## config.mk

```make
export PLATFORM = sky130hd
export DESIGN_NAME = lowpass_decimator_top
export DESIGN_NICKNAME = d
export VERILOG_FILES = /design/src/rtl/ldec_pkg.sv /design/src/rtl/ldec_cell.sv /design/src/rtl/ldec_mac.sv /design/src/rtl/lowpass_decimator_top.sv
export SDC_FILE = /design/constraint.sdc
export NUM_CORES = 2
export LEC_CHECK = 0
export BUFFER_PORTS_ARGS = -buffer_cell sky130_fd_sc_hd__buf_2
export CORE_UTILIZATION = 40
export CTS_CLUSTER_SIZE = 16
export DETAILED_ROUTE_END_ITERATION = 7
export PLACE_DENSITY = 0.61
export SETUP_SLACK_MARGIN = 0.3
export SLEW_MARGIN = 20
export SYNTH_ARGS = -nofsm -noshare
export SYNTH_HDL_FRONTEND = slang
export SYNTH_SLANG_ARGS = --single-unit
```

## constraint.sdc

```tcl
create_clock -name i_clk -period 11.85 [get_ports i_clk]
set_input_delay 0.5925 -clock i_clk [delete_from_list [all_inputs] [get_ports i_clk]]
set_output_delay 0.5925 -clock i_clk [all_outputs]
set_load 0.03 [all_outputs]
```

## src/rtl/ldec_pkg.sv

```systemverilog
package ldec_pkg;

    // Request modes on the input channel.
    localparam logic [1:0] MODE_SAMPLE = 2'd0;
    localparam logic [1:0] MODE_COEF   = 2'd1;
    localparam logic [1:0] MODE_CLEAR  = 2'd2;

    // Configuration register indexes.
    localparam logic [1:0] CFG_TAP_COUNT    = 2'd0;
    localparam logic [1:0] CFG_DECIM_FACTOR = 2'd1;
    localparam logic [1:0] CFG_FIRST_EMIT   = 2'd2;

    localparam int DEF_MAX_TAPS   = 32;
    localparam int LEN_W          = 8;   // holds a tap index for up to 256 taps
    localparam int SAMPLE_W       = 16;
    localparam int COEF_W         = 18;
    localparam int COEF_IDX_W     = 5;
    localparam int OUT_W          = 24;
    localparam int PROD_W         = SAMPLE_W + COEF_W;
    localparam int ROUND_BIAS     = 256;
    localparam int ROUND_SHIFT    = 9;
    localparam int OUT_MAX        = 8388607;
    localparam int OUT_MIN        = -8388608;
    localparam int DECIM_MAX      = 64;

    localparam logic [5:0] TAP_COUNT_RST    = 6'd16;
    localparam logic [6:0] DECIM_FACTOR_RST = 7'd4;
    localparam logic [4:0] FIRST_EMIT_RST   = 5'd7;

    typedef struct packed {
        logic                  shift;
        logic                  clear;
        logic                  rotate;
        logic                  wr_en;
        logic [COEF_IDX_W-1:0] coef_index;
        logic [LEN_W-1:0]      len_m1;
    } t_cell_ctl;

    typedef struct packed {
        logic clr;
        logic mul;
    } t_mac_ctl;

endpackage

```

## src/rtl/ldec_cell.sv

```systemverilog
module ldec_cell #(
    parameter int IDX = 0
) (
    input  logic                             i_clk,
    input  logic                             i_rst_n,
    input  ldec_pkg::t_cell_ctl              i_ctl,
    input  logic signed [ldec_pkg::SAMPLE_W-1:0] i_prev_x,
    input  logic signed [ldec_pkg::SAMPLE_W-1:0] i_wrap_x,
    input  logic signed [ldec_pkg::COEF_W-1:0]   i_next_w,
    input  logic signed [ldec_pkg::COEF_W-1:0]   i_wrap_w,
    input  logic signed [ldec_pkg::COEF_W-1:0]   i_coef_value,
    output logic signed [ldec_pkg::SAMPLE_W-1:0] o_x,
    output logic signed [ldec_pkg::COEF_W-1:0]   o_w
);
    import ldec_pkg::*;

    logic signed [SAMPLE_W-1:0] r_x;
    logic signed [COEF_W-1:0]   r_w;
    logic                       in_range;
    logic                       is_last;
    logic                       is_mine;

    assign in_range = (LEN_W+1)'(IDX) <= {1'b0, i_ctl.len_m1};
    assign is_last  = (LEN_W+1)'(IDX) == {1'b0, i_ctl.len_m1};
    assign is_mine  = (LEN_W+1)'(IDX) == (LEN_W+1)'(i_ctl.coef_index);

    // During a dot product the active samples rotate toward higher taps and
    // the active weights toward lower taps, so each ring is back in place
    // after one pass.
    always_ff @(posedge i_clk) begin
        if (!i_rst_n) begin
            r_x <= '0;
            r_w <= '0;
        end else begin
            if (i_ctl.clear) begin
                r_x <= '0;
            end else if (i_ctl.shift) begin
                r_x <= i_prev_x;
            end else if (i_ctl.rotate && in_range) begin
                r_x <= (IDX == 0) ? i_wrap_x : i_prev_x;
            end

            if (i_ctl.wr_en && is_mine) begin
                r_w <= i_coef_value;
            end else if (i_ctl.rotate && in_range) begin
                r_w <= is_last ? i_wrap_w : i_next_w;
            end
        end
    end

    assign o_x = r_x;
    assign o_w = r_w;

endmodule

```

## src/rtl/ldec_mac.sv

```systemverilog
module ldec_mac #(
    parameter int MAX_TAPS = ldec_pkg::DEF_MAX_TAPS
) (
    input  logic                                i_clk,
    input  logic                                i_rst_n,
    input  ldec_pkg::t_mac_ctl                  i_ctl,
    input  logic signed [ldec_pkg::SAMPLE_W-1:0] i_x,
    input  logic signed [ldec_pkg::COEF_W-1:0]   i_w,
    output logic signed [ldec_pkg::OUT_W-1:0]    o_filtered,
    output logic                                o_clipped
);
    import ldec_pkg::*;

    localparam int AW = PROD_W + $clog2(MAX_TAPS) + 1;
    localparam int QW = AW + 1 - ROUND_SHIFT;

    logic signed [PROD_W-1:0] r_prod;
    logic                     r_prod_v;
    logic signed [AW-1:0]     r_acc;
    logic signed [AW:0]       biased;
    logic signed [QW-1:0]     quot;

    always_ff @(posedge i_clk) begin
        if (!i_rst_n) begin
            r_prod_v <= 1'b0;
        end else begin
            r_prod_v <= i_ctl.mul;
        end
    end

    always_ff @(posedge i_clk) begin
        if (i_ctl.mul) begin
            r_prod <= i_x * i_w;
        end
        if (i_ctl.clr) begin
            r_acc <= '0;
        end else if (r_prod_v) begin
            r_acc <= r_acc + AW'(r_prod);
        end
    end

    // Round half up, then an arithmetic right shift gives the floor.
    assign biased = (AW+1)'(r_acc) + (AW+1)'(ROUND_BIAS);
    assign quot   = biased[AW:ROUND_SHIFT];

    always_comb begin
        o_clipped  = 1'b0;
        o_filtered = quot[OUT_W-1:0];
        if (quot > QW'(OUT_MAX)) begin
            o_filtered = OUT_W'(OUT_MAX);
            o_clipped  = 1'b1;
        end else if (quot < QW'(OUT_MIN)) begin
            o_filtered = OUT_W'(OUT_MIN);
            o_clipped  = 1'b1;
        end
    end

endmodule

```

## src/rtl/lowpass_decimator_top.sv

```systemverilog
// Decimating low-pass FIR for 16-bit audio samples.
// Input channel (i_valid/o_ready) carries one request: mode 0 shifts a sample
// into the delay line, mode 1 loads one tap weight, mode 2 clears the delay
// line and the decimation counters while keeping the weights, mode 3 is ignored.
// Output channel (o_valid/i_ready) carries a Q15.8 result and a clip flag.
// A sample that yields no output, and every non-sample request, leaves the
// input ready. A sample that yields an output starts a dot product: one shared
// 16x18 multiplier walks the row of tap cells, one tap per cycle, then a drain
// state adds the last product and a done state rounds and saturates into the
// output register. The input is ready again once the result sits there.
// If the receiver stalls, the result is held; further samples are still taken
// until the next result has to be written, and then the block waits.
// The configuration port (i_cfg_we, i_cfg_addr, i_cfg_wdata) writes tap_count,
// decim_factor and first_emit and is meant for idle periods.
// Reset zeros the delay line, the weights and the counters and loads the
// registers with 16 taps, decimation by 4 and a first output on the eighth sample.
module lowpass_decimator_top #(
    parameter int MAX_TAPS = ldec_pkg::DEF_MAX_TAPS
) (
    input  logic                                i_clk,
    input  logic                                i_rst_n,
    input  logic                                i_valid,
    output logic                                o_ready,
    input  logic [1:0]                          i_mode,
    input  logic signed [ldec_pkg::SAMPLE_W-1:0] i_sample,
    input  logic [ldec_pkg::COEF_IDX_W-1:0]      i_coef_index,
    input  logic signed [ldec_pkg::COEF_W-1:0]   i_coef_value,
    output logic                                o_valid,
    input  logic                                i_ready,
    output logic signed [ldec_pkg::OUT_W-1:0]    o_filtered,
    output logic                                o_clipped,
    input  logic                                i_cfg_we,
    input  logic [1:0]                          i_cfg_addr,
    input  logic [6:0]                          i_cfg_wdata
);
    import ldec_pkg::*;

    localparam int IW = (MAX_TAPS > 1) ? $clog2(MAX_TAPS) : 1;

    localparam logic [1:0] S_IDLE  = 2'd0;
    localparam logic [1:0] S_MAC   = 2'd1;
    localparam logic [1:0] S_DRAIN = 2'd2;
    localparam logic [1:0] S_DONE  = 2'd3;

    logic [1:0] r_state, n_state;
    logic [IW-1:0] r_k, n_k;
    logic [5:0] r_tap_count;
    logic [6:0] r_decim_factor;
    logic [4:0] r_first_emit;
    logic [4:0] r_warmup, n_warmup;
    logic       r_warmed, n_warmed;
    logic [5:0] r_phase, n_phase;
    logic       r_out_valid;
    logic signed [OUT_W-1:0] r_filtered;
    logic       r_clipped;

    logic in_acc;
    logic is_sample;
    logic emit;
    logic out_load;
    logic [LEN_W:0] tc_ext;
    logic [IW-1:0]  len_m1;
    logic [6:0]     decim;
    logic [6:0]     phase_next;

    t_cell_ctl cell_ctl;
    t_mac_ctl  mac_ctl;

    logic signed [SAMPLE_W-1:0] w_x [MAX_TAPS];
    logic signed [COEF_W-1:0]   w_w [MAX_TAPS];
    logic signed [OUT_W-1:0]    mac_filtered;
    logic                       mac_clipped;

    assign o_ready   = (r_state == S_IDLE);
    assign in_acc    = i_valid && o_ready;
    assign is_sample = in_acc && (i_mode == MODE_SAMPLE);
    assign out_load  = (r_state == S_DONE) && (!r_out_valid || i_ready);

    // Effective tap count, clamped to 1..MAX_TAPS.
    assign tc_ext = (LEN_W+1)'(r_tap_count);
    always_comb begin
        if (tc_ext == '0) begin
            len_m1 = '0;
        end else if (tc_ext > (LEN_W+1)'(MAX_TAPS)) begin
            len_m1 = IW'(MAX_TAPS - 1);
        end else begin
            len_m1 = IW'(tc_ext - 1'b1);
        end
    end

    always_comb begin
        if (r_decim_factor == '0) begin
            decim = 7'd1;
        end else if (r_decim_factor > 7'(DECIM_MAX)) begin
            decim = 7'(DECIM_MAX);
        end else begin
            decim = r_decim_factor;
        end
    end

    assign phase_next = {1'b0, r_phase} + 7'd1;

    always_comb begin
        n_warmup = r_warmup;
        n_warmed = r_warmed;
        n_phase  = r_phase;
        emit     = 1'b0;
        if (in_acc && (i_mode == MODE_CLEAR)) begin
            n_warmup = '0;
            n_warmed = 1'b0;
            n_phase  = '0;
        end else if (is_sample) begin
            if (!r_warmed) begin
                if (r_warmup >= r_first_emit) begin
                    n_warmed = 1'b1;
                    n_phase  = '0;
                    emit     = 1'b1;
                end else begin
                    n_warmup = r_warmup + 5'd1;
                end
            end else if (phase_next >= decim) begin
                n_phase = '0;
                emit    = 1'b1;
            end else begin
                n_phase = phase_next[5:0];
            end
        end
    end

    always_comb begin
        n_state = r_state;
        n_k     = r_k;
        unique case (r_state)
            S_IDLE: begin
                if (emit) begin
                    n_state = S_MAC;
                    n_k     = '0;
                end
            end
            S_MAC: begin
                n_k = r_k + 1'b1;
                if (r_k == len_m1) begin
                    n_state = S_DRAIN;
                end
            end
            S_DRAIN: n_state = S_DONE;
            S_DONE: begin
                if (out_load) begin
                    n_state = S_IDLE;
                end
            end
            default: n_state = S_IDLE;
        endcase
    end

    always_ff @(posedge i_clk) begin
        if (!i_rst_n) begin
            r_state        <= S_IDLE;
            r_k            <= '0;
            r_tap_count    <= TAP_COUNT_RST;
            r_decim_factor <= DECIM_FACTOR_RST;
            r_first_emit   <= FIRST_EMIT_RST;
            r_warmup       <= '0;
            r_warmed       <= 1'b0;
            r_phase        <= '0;
            r_out_valid    <= 1'b0;
        end else begin
            r_state  <= n_state;
            r_k      <= n_k;
            r_warmup <= n_warmup;
            r_warmed <= n_warmed;
            r_phase  <= n_phase;
            if (out_load) begin
                r_out_valid <= 1'b1;
            end else if (i_ready) begin
                r_out_valid <= 1'b0;
            end
            if (i_cfg_we) begin
                unique case (i_cfg_addr)
                    CFG_TAP_COUNT:    r_tap_count    <= i_cfg_wdata[5:0];
                    CFG_DECIM_FACTOR: r_decim_factor <= i_cfg_wdata;
                    CFG_FIRST_EMIT:   r_first_emit   <= i_cfg_wdata[4:0];
                    default: ;
                endcase
            end
        end
    end

    always_ff @(posedge i_clk) begin
        if (out_load) begin
            r_filtered <= mac_filtered;
            r_clipped  <= mac_clipped;
        end
    end

    assign cell_ctl.shift      = is_sample;
    assign cell_ctl.clear      = in_acc && (i_mode == MODE_CLEAR);
    assign cell_ctl.rotate     = (r_state == S_MAC);
    assign cell_ctl.wr_en      = in_acc && (i_mode == MODE_COEF);
    assign cell_ctl.coef_index = i_coef_index;
    assign cell_ctl.len_m1     = LEN_W'(len_m1);

    genvar gi;
    generate
        for (gi = 0; gi < MAX_TAPS; gi++) begin : g_cell
            logic signed [SAMPLE_W-1:0] prev_x;
            logic signed [COEF_W-1:0]   next_w;
            if (gi == 0) begin : g_head
                assign prev_x = i_sample;
            end else begin : g_body
                assign prev_x = w_x[gi-1];
            end
            if (gi == MAX_TAPS - 1) begin : g_tail
                assign next_w = w_w[0];
            end else begin : g_mid
                assign next_w = w_w[gi+1];
            end
            ldec_cell #(
                .IDX (gi)
            ) u_cell (
                .i_clk        (i_clk),
                .i_rst_n      (i_rst_n),
                .i_ctl        (cell_ctl),
                .i_prev_x     (prev_x),
                .i_wrap_x     (w_x[len_m1]),
                .i_next_w     (next_w),
                .i_wrap_w     (w_w[0]),
                .i_coef_value (i_coef_value),
                .o_x          (w_x[gi]),
                .o_w          (w_w[gi])
            );
        end
    endgenerate

    // Oldest active sample meets tap 0: sample ring read at the top active
    // cell, weight ring read at cell 0.
    assign mac_ctl.clr = emit;
    assign mac_ctl.mul = (r_state == S_MAC);

    ldec_mac #(
        .MAX_TAPS (MAX_TAPS)
    ) u_mac (
        .i_clk      (i_clk),
        .i_rst_n    (i_rst_n),
        .i_ctl      (mac_ctl),
        .i_x        (w_x[len_m1]),
        .i_w        (w_w[0]),
        .o_filtered (mac_filtered),
        .o_clipped  (mac_clipped)
    );

    assign o_valid    = r_out_valid;
    assign o_filtered = r_filtered;
    assign o_clipped  = r_clipped;

    a_emit_starts_mac: assert property (@(posedge i_clk) disable iff (!i_rst_n)
        emit |=> (r_state == S_MAC))
        else $error("emitting sample did not start the dot product");

    a_tap_in_range: assert property (@(posedge i_clk) disable iff (!i_rst_n)
        (r_state == S_MAC) |-> (r_k <= len_m1))
        else $error("tap counter ran past the active taps");

    a_load_shows: assert property (@(posedge i_clk) disable iff (!i_rst_n)
        out_load |=> (o_valid && (r_state == S_IDLE)))
        else $error("finished result not presented");

    a_busy_blocks_input: assert property (@(posedge i_clk) disable iff (!i_rst_n)
        ((r_state == S_DRAIN) || (r_state == S_MAC)) |-> !o_ready)
        else $error("input taken during a dot product");

endmodule
```

==> metrics.cfg <==
[status]
status = finished clean

[pwr]
power.density_nw_per_um2 = 179
ir_worst_vdd_mv = 0.209
power_w = 0.0142
p_leak_nw = 28.0

[finish]
fin_nets = 9149
seq_area_sq_um = 25200
design_area_sq_um = 79300
syn2layout_area_growth_pct = 9.29
drive_gt1_frac = 0.0819
nFillCells = 17500
multi_input_area_sq_um = 43000

[placed_design]
postPlaceCellArea_sq_um = 74300
dp_hpwl_um = 159000
io_buffer_count = 81
globalplace.congestion = 0.912

[timing]
final.min_clock_period_ns = 10.79
setup_viol = 0
rsz0062_at_grt = false
finalMaxSlewViolations = 0
finalHoldViolations = 0
hold_slack_ns = 0.0616
finClkSkew_ns = 0.0326
fmax_mhz = 92.7
setup_tns_ns = 0
relSlewSlack = 0.220
max_slew.worst_pin.slew_ns = 1.17
min_period_over_period = 0.911

[worst_setup_path]
worst_setup_path_start_kind = flip-flop
crit_path_frequent_cell = fa_1
critPathSlowestCell = maj3_4
cp.buffers_inverters = 6
critPathRequiredTime_ns = 12.41
cp_top_family = adder cells
end_kind = flip-flop
critPathArrivalTime_ns = 11.35
critPathMaxFanout = 72
path_class = flip-flop to flip-flop
slowest_delay_ns = 0.97

[yosys]
synthCells = 9000
synth_common_cells = 1511 x nor2_1, 1261 x nand2_1, 1167 x dfxtp_1, 1030 x a21oi_1, 669 x mux2i_1
synth_edf_count = 59
synth_area_leaders = dfxtp_1 32%, mux2i_1 9.2%, fa_1 8.0%
ys_ff_latch = 1226
postSynth.asyncResetShare = 0
syn-cell-area_sq_um = 72600
ys.flop_type = dfxtp_1
synth_nets = 9493
yosysTopAreaCell = dfxtp_1
ys_seq_area_frac = 0.346
syn_avg_cell_area_sq_um = 8.06
yosys_warnings = 0
synth.most_common_cell = nor2_1
ys_types = 97
yosys.area.top_type_share = 0.322

[die]
initial_core_util = 0.405
die_w_um = 428
fp-row-count = 155
coreArea_sq_um = 179000
io_pins = 82
die_area_sq_um = 183000
die_y_um = 428

[drt]
ant_nets = 0
vias_per_cell = 5.75
wl_per_cell_um = 22.1
wirelength_um = 246000
first_pass_iters = 6
drt_iter0_markers = 6373
drc = 0
vias = 64000

[global_routing]
grtUsageMet3 = 0.0427
grtUsageTotal = 0.261
grt_max_degree = 240
antenna_found_initial = 6
first_global_vias = 61100
grt_util_met2 = 0.417
globalRoute.totalOverflow = 0
busiest_layer = met2
grt_pass1_wl_um = 375000
use_met1 = 0.342

[clocking]
cts.clk_slew.worst_paths_ns = 0.06
tritoncts.num_buffers = 143
cts.sinks = 1226
h-tree-depth = 4
cts_resized = 0
clock_path_buffers = 3
worstSkewPairLatency_ns = 0.83
root_buffer = clkbuf_16
cts_tree = built

[job]
cap_violations = 0

[hold_path]
hold_class = input port to flip-flop

[worst paths after layout]
| kind | startpoint | to | slack, ns | cells after the start |
|---|---|---|---|---|
| setup / recovery | r_tap_count[0] | u_mac.r_prod[33] | 1.06 | 31 |
| hold / removal | i_sample[4] | g_cell[0].u_cell.o_x[4] | 0.06 | 2 |
| setup reg to reg | r_tap_count[0] | u_mac.r_prod[33] | 1.06 | 31 |
| hold reg to reg | g_cell[31].u_cell.o_x[11] | g_cell[31].u_cell.o_x[11] | 0.45 | 2 |
[cell families after synthesis]
family,after synthesis,synth area share
buffers and inverters,1139,0.0666
xor gates and xnor gates,111,0.0134
AOI/OAI and AO/OA,2089,0.176
and+or+nand+nor,3270,0.185
muxes,723,0.106
DFF,1226,0.346
adders and majority gates,442,0.106
[layout by cell type, fill, tap and decap left out, types with 81 or more instances in the layout]
cell type and instances:
ha_1 146, buf_2 81, nand2_1 1261, inv_1 374, dfxtp_1 1149, nand2b_1 82, and2_1 87, nor2_1 1468
fa_1 291, buf_4 172, mux2i_1 669, clkbuf_16 143, a21oi_1 1025, o21ai_0 198, nand3_1 122, a211oi_1 477
[through the flow]
step,util,cells,worst slack [ns]
floorplan,-,9000,3.14
global placement,0.414,10900,1.27
detailed placement,0.414,10900,1.21
CTS,0.442,11100,1.19
global route,0.442,11100,0.579
finish,0.442,11100,1.06
[metal layers]
layer,routed length (um),part of all wire
met4,12100,0.049
met2,111000,0.45
met1,104000,0.42
met5,13,0.000053
met3,18100,0.074
[timing repair]
item                      4_1_cts  5_1_grt
hold endpoints to repair       10        0
hold buffers                   10        0
buffers inserted                0        0
[area by class of cell]
cell class,instances,share of cell area
diodes,3,0.0000947
clock inverters,48,0.00831
clock buffers,211,0.0521
well taps,2355,0.0372
repair buffers,271,0.0248
inverters,379,0.0180
multi-input cells,6635,0.542
flip-flops and latches,1226,0.317
[power by group]
part / switching (W) / internal [W]
registers: 0.000364 / 0.00469
clock network: 0.00194 / 0.00263
logic: 0.00295 / 0.00165
[flip-flops by register name, indices dropped and copies added (netlist names)]
signal             cells
r_phase                6
r_decim_factor         7
o_filtered            24
r_first_emit           5
g_cell.u_cell.o_x    512
u_mac.r_acc           40
o_valid                1
u_mac.r_prod          34
r_warmed               1
g_cell.u_cell.o_w    576
o_clipped              1
r_k                    5
r_tap_count            6
u_mac.r_prod_v         1
r_warmup               5
r_state                2
(Power assumes the default switching activity.)
